===== config.mk =====
export PLATFORM = sky130hd
export DESIGN_NAME = midi_track_event_parser
export DESIGN_NICKNAME = d
export VERILOG_FILES = /design/src/rtl/mtep_pkg.sv /design/src/rtl/mtep_core.sv /design/src/rtl/midi_track_event_parser.sv
export VERILOG_INCLUDE_DIRS = /design/src /design/src/rtl
export SDC_FILE = /design/constraint.sdc
export NUM_CORES = 1
export LEC_CHECK = 0
export ABC_AREA = 0
export BUFFER_PORTS_ARGS = -buffer_cell sky130_fd_sc_hd__buf_2
export CELL_PAD_IN_SITES_DETAIL_PLACEMENT = 1
export CELL_PAD_IN_SITES_GLOBAL_PLACEMENT = 1
export CORE_MARGIN = 1.5
export CORE_UTILIZATION = 32
export CTS_BUF_LIST = sky130_fd_sc_hd__clkbuf_16
export DETAILED_ROUTE_END_ITERATION = 8
export GPL_TIMING_DRIVEN = 0
export PLACE_DENSITY_LB_ADDON = 0.1
export SLEW_MARGIN = 5
export SYNTH_ARGS = -nofsm -noshare
export SYNTH_HDL_FRONTEND = slang
export SYNTH_SLANG_ARGS = --single-unit

===== constraint.sdc =====
create_clock -name aclk -period 8.9 [get_ports aclk]
set_input_delay 1.78 -clock aclk [delete_from_list [all_inputs] [get_ports aclk]]
set_output_delay 1.78 -clock aclk [all_outputs]
set_load 0.05 [all_outputs]

===== src/rtl/assert_macros.svh =====
// Assertion macros shared by the RTL files that carry checks.
// Needs a clock named aclk and an active-low reset named aresetn in scope.
`ifndef ASSERT_MACROS_SVH
`define ASSERT_MACROS_SVH

// Same-cycle implication, off during reset
`define ASSERT_IMP(lbl, ante, cons, msg) \
    lbl: assert property (@(posedge aclk) disable iff (!aresetn) (ante) |-> (cons)) \
        else $error(msg);

// Next-cycle implication, off during reset
`define ASSERT_NXT(lbl, ante, cons, msg) \
    lbl: assert property (@(posedge aclk) disable iff (!aresetn) (ante) |=> (cons)) \
        else $error(msg);

`endif


===== src/rtl/mtep_pkg.sv =====
// Package for the MIDI track event parser: parser state, result layout, codes.
// No dependencies; used by mtep_core and midi_track_event_parser.
package mtep_pkg;

    // Parse phases, one-hot
    typedef enum logic [8:0] {
        PH_HEADER    = 9'b000000001,
        PH_DELTA     = 9'b000000010,
        PH_STATUS    = 9'b000000100,
        PH_META_TYPE = 9'b000001000,
        PH_META_LEN  = 9'b000010000,
        PH_META_DATA = 9'b000100000,
        PH_NOTE_NUM  = 9'b001000000,
        PH_NOTE_VEL  = 9'b010000000,
        PH_DONE      = 9'b100000000
    } phase_t;

    // Event kinds
    localparam logic [3:0] KIND_NOTE_ON     = 4'd0;
    localparam logic [3:0] KIND_NOTE_OFF    = 4'd1;
    localparam logic [3:0] KIND_TEMPO       = 4'd2;
    localparam logic [3:0] KIND_END         = 4'd3;
    localparam logic [3:0] KIND_LYRICS      = 4'd4;
    localparam logic [3:0] KIND_META_IGNORE = 4'd5;
    localparam logic [3:0] KIND_META_OTHER  = 4'd6;
    localparam logic [3:0] KIND_BAD_STATUS  = 4'd7;
    localparam logic [3:0] KIND_BAD_HEADER  = 4'd8;
    localparam logic [3:0] KIND_BAD_TEMPO   = 4'd9;
    localparam logic [3:0] KIND_EMPTY       = 4'd10;

    // Content flag bits
    localparam int FL_TEMPO  = 0;
    localparam int FL_NOTES  = 1;
    localparam int FL_LYRICS = 2;
    localparam int FL_OTHER  = 3;
    localparam int FL_END    = 4;

    // Byte codes
    localparam logic [7:0] META_TEMPO    = 8'h51;
    localparam logic [7:0] META_END      = 8'h2F;
    localparam logic [7:0] META_LYRIC    = 8'h05;
    localparam logic [7:0] META_TIME_SIG = 8'h58;
    localparam logic [7:0] META_TEXT     = 8'h01;
    localparam logic [7:0] META_NAME     = 8'h03;
    localparam logic [7:0] STAT_META     = 8'hFF;
    localparam logic [3:0] STAT_NOTE_OFF = 4'h8;
    localparam logic [3:0] STAT_NOTE_ON  = 4'h9;
    localparam logic [7:0] TEMPO_LEN     = 8'd3;

    // "MTrk", element 0 is the first byte
    localparam logic [3:0][7:0] MTRK_TAG = {8'h6B, 8'h72, 8'h54, 8'h4D};

    typedef struct packed {
        phase_t      phase;
        logic [2:0]  header_index;
        logic        tag_ok;
        logic [31:0] chunk_length;
        logic [31:0] bytes_counted;
        logic [27:0] delta_accum;
        logic [1:0]  delta_bytes;
        logic [31:0] tick_total;
        logic [7:0]  running_status;
        logic [7:0]  current_status;
        logic [7:0]  meta_type;
        logic [7:0]  meta_length;
        logic [7:0]  meta_remaining;
        logic [23:0] tempo_accum;
        logic [7:0]  held_note;
        logic [4:0]  flags_seen;
        logic [7:0]  max_note;
        logic [7:0]  min_note;
    } parse_st_t;

    localparam parse_st_t ST_RESET = '{
        phase:          PH_HEADER,
        header_index:   3'd0,
        tag_ok:         1'b1,
        chunk_length:   32'd0,
        bytes_counted:  32'd0,
        delta_accum:    28'd0,
        delta_bytes:    2'd0,
        tick_total:     32'd0,
        running_status: 8'd0,
        current_status: 8'd0,
        meta_type:      8'd0,
        meta_length:    8'd0,
        meta_remaining: 8'd0,
        tempo_accum:    24'd0,
        held_note:      8'd0,
        flags_seen:     5'd0,
        max_note:       8'd0,
        min_note:       8'hFF
    };

    typedef struct packed {
        logic [3:0]  event_kind;
        logic [31:0] elapsed_ticks;
        logic [7:0]  note_number;
        logic [7:0]  velocity;
        logic [23:0] tempo_value;
        logic [4:0]  content_flags;
        logic [7:0]  highest_note;
        logic [7:0]  lowest_note;
        logic        track_done;
    } result_t;

    // Core status toward the top level
    typedef struct packed {
        logic res_valid;
        logic parse_done;
    } core_stat_t;

endpackage


===== src/rtl/mtep_core.sv =====
// Parser core: holds the parse state and decodes one track byte per transfer.
// Depends on mtep_pkg.
module mtep_core (
    input  logic                 aclk,
    input  logic                 aresetn,
    input  logic                 byte_take,
    input  logic [7:0]           data_byte,
    input  logic                 track_start,
    output mtep_pkg::result_t    res,
    output mtep_pkg::core_stat_t stat
);
    import mtep_pkg::*;

    parse_st_t st_reg;
    parse_st_t st_next;

    parse_st_t   cur;
    logic [31:0] cnt_inc;
    logic        fin;
    logic        meta_fin;
    logic        stop;
    logic        done;
    logic [3:0]  kind;
    logic [7:0]  note;
    logic [7:0]  vel;
    logic [23:0] tempo;

    // Next-state and result decode
    always_comb begin
        cur      = track_start ? ST_RESET : st_reg;
        st_next  = cur;
        cnt_inc  = (cur.bytes_counted == 32'hFFFF_FFFF) ? cur.bytes_counted
                                                          : cur.bytes_counted + 32'd1;
        fin      = 1'b0;
        meta_fin = 1'b0;
        stop     = 1'b0;
        kind     = KIND_NOTE_ON;
        note     = 8'd0;
        vel      = 8'd0;
        tempo    = 24'd0;

        case (cur.phase)
            PH_HEADER: begin
                if (!cur.header_index[2]) begin
                    if (data_byte != MTRK_TAG[cur.header_index[1:0]]) begin
                        st_next.tag_ok = 1'b0;
                    end
                end else begin
                    st_next.chunk_length = {cur.chunk_length[23:0], data_byte};
                end
                if (cur.header_index == 3'd7) begin
                    st_next.header_index = 3'd0;
                    if (!st_next.tag_ok) begin
                        fin  = 1'b1;
                        stop = 1'b1;
                        kind = KIND_BAD_HEADER;
                    end else if (st_next.chunk_length == 32'd0) begin
                        fin  = 1'b1;
                        stop = 1'b1;
                        kind = KIND_EMPTY;
                    end else begin
                        st_next.phase       = PH_DELTA;
                        st_next.delta_accum = 28'd0;
                        st_next.delta_bytes = 2'd0;
                    end
                end else begin
                    st_next.header_index = cur.header_index + 3'd1;
                end
            end
            PH_DELTA: begin
                st_next.bytes_counted = cnt_inc;
                st_next.delta_accum   = {cur.delta_accum[20:0], data_byte[6:0]};
                if (data_byte[7] && cur.delta_bytes != 2'd3) begin
                    st_next.delta_bytes = cur.delta_bytes + 2'd1;
                end else begin
                    st_next.tick_total  = cur.tick_total + {4'd0, st_next.delta_accum};
                    st_next.delta_bytes = 2'd0;
                    st_next.phase       = PH_STATUS;
                end
            end
            PH_STATUS: begin
                st_next.bytes_counted = cnt_inc;
                if (data_byte == STAT_META) begin
                    st_next.running_status = data_byte;
                    st_next.phase          = PH_META_TYPE;
                end else if (data_byte[7:5] == 3'b100) begin
                    st_next.running_status = data_byte;
                    st_next.current_status = data_byte;
                    st_next.phase          = PH_NOTE_NUM;
                end else if (!data_byte[7]) begin
                    // running status: this byte is the note number
                    st_next.held_note      = data_byte;
                    st_next.current_status = cur.running_status;
                    st_next.phase          = PH_NOTE_VEL;
                end else begin
                    st_next.running_status       = data_byte;
                    st_next.flags_seen[FL_OTHER] = 1'b1;
                    fin  = 1'b1;
                    kind = KIND_BAD_STATUS;
                end
            end
            PH_META_TYPE: begin
                st_next.bytes_counted = cnt_inc;
                st_next.meta_type     = data_byte;
                st_next.phase         = PH_META_LEN;
            end
            PH_META_LEN: begin
                st_next.bytes_counted  = cnt_inc;
                st_next.meta_length    = data_byte;
                st_next.meta_remaining = data_byte;
                st_next.tempo_accum    = 24'd0;
                if (data_byte == 8'd0) begin
                    meta_fin = 1'b1;
                end else begin
                    st_next.phase = PH_META_DATA;
                end
            end
            PH_META_DATA: begin
                st_next.bytes_counted  = cnt_inc;
                st_next.tempo_accum    = {cur.tempo_accum[15:0], data_byte};
                st_next.meta_remaining = cur.meta_remaining - 8'd1;
                if (st_next.meta_remaining == 8'd0) begin
                    meta_fin = 1'b1;
                end
            end
            PH_NOTE_NUM: begin
                st_next.bytes_counted = cnt_inc;
                st_next.held_note     = data_byte;
                st_next.phase         = PH_NOTE_VEL;
            end
            PH_NOTE_VEL: begin
                st_next.bytes_counted        = cnt_inc;
                st_next.flags_seen[FL_NOTES] = 1'b1;
                fin  = 1'b1;
                note = cur.held_note;
                vel  = data_byte;
                if (cur.current_status[7:4] == STAT_NOTE_OFF || data_byte == 8'd0) begin
                    kind = KIND_NOTE_OFF;
                end else if (cur.current_status[7:4] == STAT_NOTE_ON) begin
                    kind = KIND_NOTE_ON;
                    if (cur.held_note > cur.max_note) begin
                        st_next.max_note = cur.held_note;
                    end
                    if (cur.held_note < cur.min_note) begin
                        st_next.min_note = cur.held_note;
                    end
                end else begin
                    kind = KIND_BAD_STATUS;
                end
            end
            default: begin
                // track finished: bytes dropped until the next track start
            end
        endcase

        // Meta event completion
        if (meta_fin) begin
            fin = 1'b1;
            if (st_next.meta_type == META_TEMPO && st_next.meta_length != TEMPO_LEN) begin
                stop = 1'b1;
                kind = KIND_BAD_TEMPO;
            end else begin
                case (st_next.meta_type)
                    META_TEMPO: begin
                        kind  = KIND_TEMPO;
                        tempo = st_next.tempo_accum;
                        st_next.flags_seen[FL_TEMPO] = 1'b1;
                    end
                    META_END: begin
                        kind = KIND_END;
                        st_next.flags_seen[FL_END] = 1'b1;
                    end
                    META_LYRIC: begin
                        kind = KIND_LYRICS;
                        st_next.flags_seen[FL_LYRICS] = 1'b1;
                    end
                    META_TIME_SIG, META_TEXT, META_NAME: begin
                        kind = KIND_META_IGNORE;
                    end
                    default: begin
                        kind = KIND_META_OTHER;
                        st_next.flags_seen[FL_OTHER] = 1'b1;
                    end
                endcase
            end
        end

        // Event completion: length check and phase change
        done = stop || (st_next.bytes_counted >= st_next.chunk_length);
        if (fin) begin
            if (done) begin
                st_next.phase = PH_DONE;
            end else begin
                st_next.phase       = PH_DELTA;
                st_next.delta_accum = 28'd0;
                st_next.delta_bytes = 2'd0;
            end
        end

        res.event_kind    = kind;
        res.elapsed_ticks = st_next.tick_total;
        res.note_number   = note;
        res.velocity      = vel;
        res.tempo_value   = tempo;
        res.content_flags = st_next.flags_seen;
        res.highest_note  = st_next.max_note;
        res.lowest_note   = st_next.min_note;
        res.track_done    = done;
        stat.res_valid    = fin;
        stat.parse_done   = (st_reg.phase == PH_DONE);
    end

    // State register, advanced on each input transfer
    always_ff @(posedge aclk) begin
        if (!aresetn) begin
            st_reg <= ST_RESET;
        end else if (byte_take) begin
            st_reg <= st_next;
        end
    end

endmodule


===== src/rtl/midi_track_event_parser.sv =====
// Top level of the MIDI track event parser: stream ports, result register, checks.
// Depends on mtep_pkg, mtep_core and assert_macros.svh.
//
//   channel   dir  tdata                      side band
//   s_        in   data_byte                  tuser = track_start
//   m_        out  event fields (104 bits)    tlast = track_done
//
// One byte per cycle while s_tready is high; each byte is decoded in the same cycle it is taken.
// A result appears in m_ the cycle after the byte that completes an event.
// The single result register gates input: s_tready is low only while a
// result waits and m_tready is low. Reset (aresetn low, synchronous) clears
// the parser to the header phase and empties the result register.
`include "assert_macros.svh"

module midi_track_event_parser (
    input  logic          aclk,
    input  logic          aresetn,
    input  logic          s_tvalid,
    output logic          s_tready,
    input  logic [7:0]    s_tdata,   // [7:0] data_byte
    input  logic          s_tuser,   // [0] track_start
    output logic          m_tvalid,
    input  logic          m_tready,
    output logic [103:0]  m_tdata,   // [3:0] event_kind, [35:4] elapsed_ticks,
                                     // [43:36] note_number, [51:44] velocity,
                                     // [75:52] tempo_value, [80:76] content_flags,
                                     // [88:81] highest_note, [96:89] lowest_note,
                                     // [103:97] zero
    output logic          m_tlast    // track_done
);
    import mtep_pkg::*;

    logic       byte_take;
    result_t    core_res;
    core_stat_t core_stat;

    logic    m_valid_reg;
    logic    m_valid_next;
    result_t m_res_reg;

    assign s_tready  = !m_valid_reg || m_tready;
    assign byte_take = s_tvalid && s_tready;

    mtep_core u_core (
        .aclk        (aclk),
        .aresetn     (aresetn),
        .byte_take   (byte_take),
        .data_byte   (s_tdata),
        .track_start (s_tuser),
        .res         (core_res),
        .stat        (core_stat)
    );

    // Result register
    always_comb begin
        if (byte_take) begin
            m_valid_next = core_stat.res_valid;
        end else begin
            m_valid_next = m_valid_reg && !m_tready;
        end
    end

    always_ff @(posedge aclk) begin
        if (!aresetn) begin
            m_valid_reg <= 1'b0;
        end else begin
            m_valid_reg <= m_valid_next;
        end
    end

    always_ff @(posedge aclk) begin
        if (byte_take && core_stat.res_valid) begin
            m_res_reg <= core_res;
        end
    end

    assign m_tvalid = m_valid_reg;
    assign m_tlast  = m_res_reg.track_done;
    assign m_tdata  = {7'd0,
                       m_res_reg.lowest_note,
                       m_res_reg.highest_note,
                       m_res_reg.content_flags,
                       m_res_reg.tempo_value,
                       m_res_reg.velocity,
                       m_res_reg.note_number,
                       m_res_reg.elapsed_ticks,
                       m_res_reg.event_kind};

    // Checks
    `ASSERT_IMP(a_err_ends_track, core_stat.res_valid && (core_res.event_kind == KIND_BAD_HEADER || core_res.event_kind == KIND_BAD_TEMPO || core_res.event_kind == KIND_EMPTY), core_res.track_done, "error result without track end")
    `ASSERT_NXT(a_done_stops, byte_take && core_stat.res_valid && core_res.track_done, core_stat.parse_done, "parser still running after track end")
    `ASSERT_IMP(a_note_range, core_stat.res_valid && core_res.event_kind == KIND_NOTE_ON, core_res.lowest_note <= core_res.highest_note, "note range inverted after note on")
    `ASSERT_IMP(a_ready_empty, !m_valid_reg, s_tready, "input stalled with empty result register")

endmodule

# Yosys cells after proc, flatten, opt, wreduce, memory -nomap -nowiden

Index checks and enable logic that the tools add are counted.
W data, S select, Z words.

Register bits after elaboration: 331
Bits in latches: 0
RAM bits: 0
Memory bits (read-only): 0
Input bits: 13
Output and inout bits: 107
Word-level logic and storage cells: 169
Memories: 0

Add/sub/neg operators: 5
$mul: 0
Div/mod/pow operators: 0
$lt $le $gt $ge: 4
Eq/ne operators: 23
Shifts and indexed selects: 0
Muxes and demuxes: 90
Bitwise gates (word level): 2
Reductions and logical operators: 17

Operators with widths:

| operator                | number |
|---|---|
| $mux W232               | 1 |
| $mux W32                | 6 |
| $mux W30                | 5 |
| $mux W8                 | 12 |
| $mux W9                 | 10 |
| $mux W16                | 5 |
| $pmux W32 S2            | 1 |
| $pmux W30 S2            | 1 |
| $pmux W9 S6             | 1 |
| $mux W36                | 1 |
| $add A32 B1 Y32 const B | 1 |
| $add A32 B28 Y32        | 1 |
| $eq A32 B32 Y1 const B  | 1 |
| $ge A32 B32 Y1          | 1 |
| $logic_not A32 Y1       | 1 |
| $mux W4                 | 8 |
| $mux W1                 | 27 |
| $bmux W8 S2             | 1 |
| $eq A8 B7 Y1 const B    | 2 |
| $logic_not A8 Y1        | 2 |
| $pmux W8 S2             | 1 |
| $mux W3                 | 5 |
| $pmux W3 S4             | 1 |
| $pmux W4 S3             | 1 |
| 34 further kinds        | 45 |

# Depth between registers and ports, before layout

Gate-level depths: netlist (run 1).

Depth in word-level cells: 15
Gate-level depth with buffers: 26
Mapped depth without buffers: 20

# Modules after synthesis

A second synthesis (run 1) with hierarchy kept.

Cells, all modules: 2,141
Area, all modules: 18,362.6 µm²

Modules (own cells, without submodules):

| module                  | times used | cells an instance | area each (µm²) | seq. area each (µm²) |
|---|---|---|---|---|
| mtep_core               | 1          | 2,029             | 15,292.2        | 4,344.2 |
| midi_track_event_parser | 1          | 112               | 3,070.4         | 2,962.8 |

# Worst setup path before layout (run 1)

Ideal clock, no wire load.

Path kind: in2reg
Start: in s_tuser
End: reg u_core.st_reg[231] (netlist bit)
Library setup time: 0.074 ns
Data arrival time: 7.256 ns
Data required time: 8.826 ns
Slack: 1.570 ns
Stages on the path: 18
Path buffers: 6
Path through: buf_2 -> inv_1 -> buf_2 -> buf_1 -> buf_1 -> clkbuf_1 -> nand2_1 -> ha_1 -> clkbuf_1 -> or4b_1 -> xnor2_1 -> o21a_1 -> o41ai_1 -> nand4b_2 -> nand2_1 -> inv_1 -> a22oi_1 -> nor2_1

Word-level cells in the longest chain between the ends: 15
Elaborated cells on any way between the ends: 57
Those cells by class: 2 x add/sub; 1 x order compare; 14 x eq/ne; 34 x mux; 6 x reduce/logical

Ends and longest elaborated chain:

| what                                                                     | line                          | source |
|---|---|---|
| start, declared                                                          | midi_track_event_parser.sv:21 | `input logic s_tuser,` |
| $mux W232 (*)                                                            | mtep_core.sv:30               | `cur = track_start ? ST_RESET : st_reg;` |
| parallel branches: the longest is 13 deep, another holds $add A32 B1 Y32 | --                            |  |
| $mux W9 (*)                                                              | mtep_core.sv:190              | `if (fin) begin` |
| end signal, assigned                                                     | mtep_core.sv:218              | `st_reg <= st_next;` |
| end, declared                                                            | mtep_core.sv:14               | `parse_st_t st_reg;` |

Every way passes the cells marked *. The select of a mux whose other input is x is not followed.
A chain may end at the register's enable or synchronous reset.

==> results of run 1 <==
==> worst paths after layout <==
check | from | to | slack, ns | cells past startpoint
setup / recovery | s_tuser | u_core.st_reg[145] | 0.72 | 25
hold / removal | u_core.st_reg[143] | u_core.st_reg[143] | 0.46 | 1
setup reg to reg | u_core.st_reg[229] | u_core.st_reg[145] | 3.22 | 21
hold reg to reg | u_core.st_reg[143] | u_core.st_reg[143] | 0.46 | 1
==> layout by cell type (no fill, tap or decap), types with 25 or more instances in the layout <==
cell type	Yosys	final
nor2_1	264	264
nor2b_1	87	87
nand3_1	59	59
nor3_1	48	48
dfxtp_1	218	218
a21oi_1	86	86
a22oi_1	122	122
inv_1	40	49
a22o_1	28	28
nand4_1	25	25
o21ai_0	105	105
ha_1	81	81
xnor2_1	37	37
clkbuf_1	119	118
nand2_1	316	316
buf_2	14	123
edfxtp_1	98	98
clkbuf_16	0	42
==> worst reg2reg max path, stage by stage, from the launching register on <==
cell,delay (ns)
dfxtp_1,0.30
buf_4,0.17
nor3_4,0.37
nand3_1,0.15
a211oi_2,0.43
o32ai_4,0.24
nor3_1,0.67
nand2_1,0.17
nor2_1,0.22
xnor2_1,0.21
nor2_1,0.10
ha_1,0.34
nand3_1,0.15
nor2_1,0.06
a221oi_1,0.26
o21ai_0,0.15
o21ai_0,0.37
nand4_2,0.39
nand2b_4,0.28
nor2b_4,0.14
buf_6,0.16
a32o_1,0.25
==> per-stage QoR <==
stage,setup slack [ns],util (%),setup TNS [ns],instance area (sq um)
2_1_floorplan,1.570,-,0,18080
3_3_place_gp,-1.858,35.30,-179.30,19560
3_5_place_dp,-0.3512,35.36,-6.903,19590
4_1_cts,0.2298,37.59,0,20830
5_1_grt,0.3888,37.58,0,20830
6_report,0.7249,37.59,0,20830
==> area by class of cell <==
| type | count | area share, % |
|---|---|---|
| well taps | 748 | 4.493 |
| multi-input cells | 1643 | 47.83 |
| repair buffers | 110 | 2.751 |
| flip-flops and latches | 316 | 35.08 |
| plain buffers | 155 | 3.111 |
| inverters | 43 | 0.7869 |
| clock inverters | 32 | 0.8950 |
| diodes | 1 | 0.01201 |
| clock buffers | 42 | 5.046 |
==> layer usage <==
metal / part of all wire (%) / vias to the layer above / global-route usage (%)
li1: - / 8059 / -
met3: 4.8 / 113 / 3.717
met1: 45 / 8558 / 33.91
met4: 3.1 / 0 / 9.224
met2: 47 / 403 / 43.30
met5: 0 / - / 0
==> power groups by stage <==
stage	clock (uW)	sequential (uW)	combinational (uW)
floorplan	0	1520	126
global placement	0	1520	225
detailed placement	0	1520	229
CTS	1600	1490	230
global route	1650	1490	245
finish	1560	1490	232
==> cells by family after synthesis <==
family	Yosys count	synth area share [%]
mux	18	1.039
fa+ha+maj	82	5.723
flops	316	40.46
other cells	1	0.02076
compound gates	543	20.81
xor+xnor	58	2.813
buf+inv	199	4.503
simple gates	935	24.63
==> results.md, run 1 <==
- Buffers added on ports: 109
- Net Sw Frac: 26.39%
- Largest net degree at the start of global routing: 58
- Dpl hpwl: 54.77 mm
- Sequential area share after synthesis: 40.46%
- Routed len/inst: 24.19 microns
- Slowest-stage cell, CP: nor3_1
- Slew headroom: 15.79%
- Routed vias/inst: 5.545
- Post-cts sizing count: 0
- Vias in the first global route: 17.42k
- Full die area: 0.05787 sq mm
- Tot Pwr: 3287 uW
- Max stage delay on crit path: 0.67 ns
- Starting density of the core: 32.59%
- Hold crit path type: reg2reg
- Syn avg cell area: 8.392 sq um
- Internal power: 2420 uW
- Gate power share: 7.1%
- Post-synth EDFFs: 98
- Post-Syn Area: 0.01806 sq mm
- CTS Buf Count: 40
- Tightest Pin Transition: 1.260 ns
- Final cell count without fillers: 3,090
- Clk_lat worst skew: 0.58 ns
- Multi-input logic area: 0.009962 sq mm
- Async set-reset flop share out of synthesis: 0%
- Core area: 0.05542 sq mm
- Crit path arrival time: 8.64 ns
- Peak VDD IR: 0.1330 mV
- Slew Viols, Final: 0
- Routability cong.: 0.8923
- CP Buf/Inv Count: 5
- Critical path startpoint category: primary input
- Max-cap viol count: 0
- Yosys top cell by area: dfxtp_1
- Largest register FFs: 217
- Die Span Y: 240.6 microns
- Fmax: 122.3 MHz
- CP delay by family, top: simple AND/OR/NAND/NOR gates
- Clk sink count: 316
- Leak pwr: 0.007675 uW
- Clock buffer depth: 3
- Sw Pwr: 867.5 uW
- Layout cells sized above 1: 10.38%
- Critical path class: in2reg
- Endpoint class of the critical path: register
- Root Buffer: clkbuf_16
- Routed Antenna Nets: 0
- Synth unique cells: 90
- Final wirelength: 74.74 mm
- # placed instances: 3,016
- Top FF cell, synth: dfxtp_1
- Flop pwr share: 45.4%
- RSZ-0062 raised after global routing: false
- Final Hold Vio Count: 0
- Row count: 86
- H-tree Lvls: 2
- GRT Total Usage: 25.88%
- Ports: 120
- Yosys top cell area share: 24.17%
- Count leader, synth: nand2_1
- Final net count: 2,404
- CTS tree: done
- Fillers: 6,618
- Hold_buf cts: 0
- Clock power frac: 47.5%
- Status: completed
- DIE WIDTH: 240.6 microns
- Commonest cells in the netlist: nand2_1 (316), nor2_1 (264), dfxtp_1 (218)
- Final Cycle Share: 91.86%
- CP most frequent cell: buf_2
- Top post-synthesis cells by area: dfxtp_1 (24%), edfxtp_1 (16%), nand2_1 (6.6%)
- Initial antenna violation count: 1
- Layout Area Growth over Synthesis: 15.34%
- Final setup fails: 0
- DRC: 0
- Layout Skew: 0.02058 ns
- Yosys warning count: 0
- Drt initial violations: 1,196
- Power per cell area: 157.8 mW/mm^2
- Seq cells post-synth: 316
- Cells after Synth: 2,152
- Worst Path Max Fanout: 19
- Vias: 17.13k
- Worst-path clk slew: 0.06 ns
- Gr ovfl total: 0
- Worst Path Required: 9.36 ns
- First-pass GRT wire length: 111.7 mm
- Seq. cell area: 0.007307 sq mm
- Final hold slack: 0.4604 ns
- Tmin final: 8.175 ns
- Pre-antenna DRT Iters: 5
- Post-CTS Setup Inserts: 0
No activity file was read; power rests on OpenSTA's default activity.
==> inputs of run 2 (changes only) <==
- PLACE_DENSITY: unset -> 0.59
- PLACE_DENSITY_LB_ADDON: 0.1 -> unset
==> results.md, run 2 (synthesis results as in run 1) <==
- Status: completed
- Final hold slack: 0.4630 ns
- Commonest non-fill, non-tap cell in the layout: nand2_1
- Clock buffer depth: 3
- H-tree Lvls: 2
- Initial antenna violation count: 1
- Final net count: 2,404
- Dpl hpwl: 53.77 mm
- Slew Viols, Final: 0
- Routability cong.: 0.9147
- Routed vias/inst: 5.622
- Largest register FFs: 217
- Drt initial violations: 1,196
- DRC: 0
- Final wirelength: 73.57 mm
- Die Span Y: 240.6 microns
- Worst Path Max Fanout: 10
- Routed Antenna Nets: 0
- Critical path startpoint category: primary input
- Largest net degree at the start of global routing: 59
- Root Buffer: clkbuf_16
- Leak pwr: 0.007653 uW
- Final Cycle Share: 95.90%
- Layout Skew: 0.02432 ns
- Power per cell area: 159.5 mW/mm^2
- Final setup fails: 0
- Peak VDD IR: 0.09638 mV
- Pre-antenna DRT Iters: 5
- Core area: 0.05542 sq mm
- Most frequent cells in the layout: nand2_1 (316), nor2_1 (264), dfxtp_1 (218), buf_2 (123), a22oi_1 (122)
- Hold crit path type: reg2reg
- CTS tree: done
- Routed len/inst: 23.83 microns
- Fmax: 117.2 MHz
- Clk sink count: 316
- Area after DPL: 0.01959 sq mm
- Post-CTS Setup Inserts: 0
- Slew headroom: 22.69%
- Seq. cell area: 0.007307 sq mm
- Layout cells sized above 1: 10.56%
- Slowest-stage cell, CP: clkbuf_1
- Multi-input logic area: 0.009967 sq mm
- CP most frequent cell: buf_2
- Setup TNS: 0 ns
- Critical path class: in2reg
- Post-cts sizing count: 0
- Cell area after layout: 0.02085 sq mm
- Crit path arrival time: 9.00 ns
- Vias: 17.36k
- RSZ-0062 raised after global routing: false
- Gr ovfl total: 0
- Clk_lat worst skew: 0.58 ns
- Row count: 86
- Ports: 120
- Max stage delay on crit path: 0.73 ns
- Layout Area Growth over Synthesis: 15.47%
- Hold_buf cts: 0
- Vias in the first global route: 17.54k
- Fillers: 6,654
- CTS Buf Count: 39
- N_diodes: 0
- Worst-path clk slew: 0.06 ns
- Starting density of the core: 32.59%
- Final Hold Vio Count: 0
- DIE WIDTH: 240.6 microns
- Max-cap viol count: 0
- Endpoint class of the critical path: register
- GRT Total Usage: 25.29%
- Tightest Pin Transition: 1.160 ns
- First-pass GRT wire length: 110.2 mm
- Tmin final: 8.535 ns
- Worst Path Required: 9.37 ns
- Full die area: 0.05787 sq mm
- Buffers added on ports: 109
run 2: cell count changes in the layout (fill, tap and decap cells not counted), sizes merged:
| cell | delta |
|---|---|
| diode | -1 |
| clkinv | -7 |
| inv | -1 |
| bufinv | +3 |
| clkbuf | -2 |
| clkinvlp | +5 |
run 2: area by class of cell:
cell class / count / share of cell area [%]
sequential: 316 / 35.04
timing repair buffer: 110 / 2.748
buffer: 156 / 3.126
tap: 748 / 4.488
inverter: 43 / 0.7860
clock inverter: 32 / 1.338
clock buffer: 39 / 4.680
multi-input combinational: 1643 / 47.79
run 2: final timing paths:
kind / start / endpoint / slack (ns) / cells after the start
setup / recovery: s_tuser / u_core.st_reg[146] / 0.37 / 26
setup reg to reg: u_core.st_reg[227] / u_core.st_reg[146] / 3.33 / 21
hold reg to reg: u_core.st_reg[96] / u_core.st_reg[96] / 0.46 / 2
hold / removal: u_core.st_reg[96] / u_core.st_reg[96] / 0.46 / 2
run 2: critical path: cells and delay by family:
family | cells | cell delay [ns]
adders and majority gates | 2 | 0.58
xor gates and xnor gates | 1 | 0.21
buffers and inverters | 6 | 2.53
and+or+nand+nor | 12 | 2.70
AOI/OAI and AO/OA | 5 | 1.18
run 2: power by group:
part	total, uW	switching (uW)	internal, uW
Clock	1600	683	920
Combinational	230	181	49.2
Sequential	1490	6.11	1490
Total	3330	870	2460
run 2: per-layer routing:
| layer | global-route usage, % | wire (microns) | vias to the layer above |
|---|---|---|---|
| li1 | - | - | 8030 |
| met1 | 33.31 | 33160 | 8753 |
| met2 | 42.62 | 34800 | 446 |
| met3 | 3.214 | 3496 | 126 |
| met4 | 8.557 | 2124 | 0 |
| met5 | 0 | 0 | - |
run 2: through the flow:
stage	cells	setup WS, ns	power [uW]	util [%]
6_report	3087	0.3651	3326	37.63
5_1_grt	3087	0.05558	3418	37.63
4_1_cts	3087	0.4161	3354	37.62
3_5_place_dp	3016	-0.1519	1750	35.36
3_3_place_gp	3015	-1.916	1747	35.30
2_1_floorplan	2158	1.570	1647	-
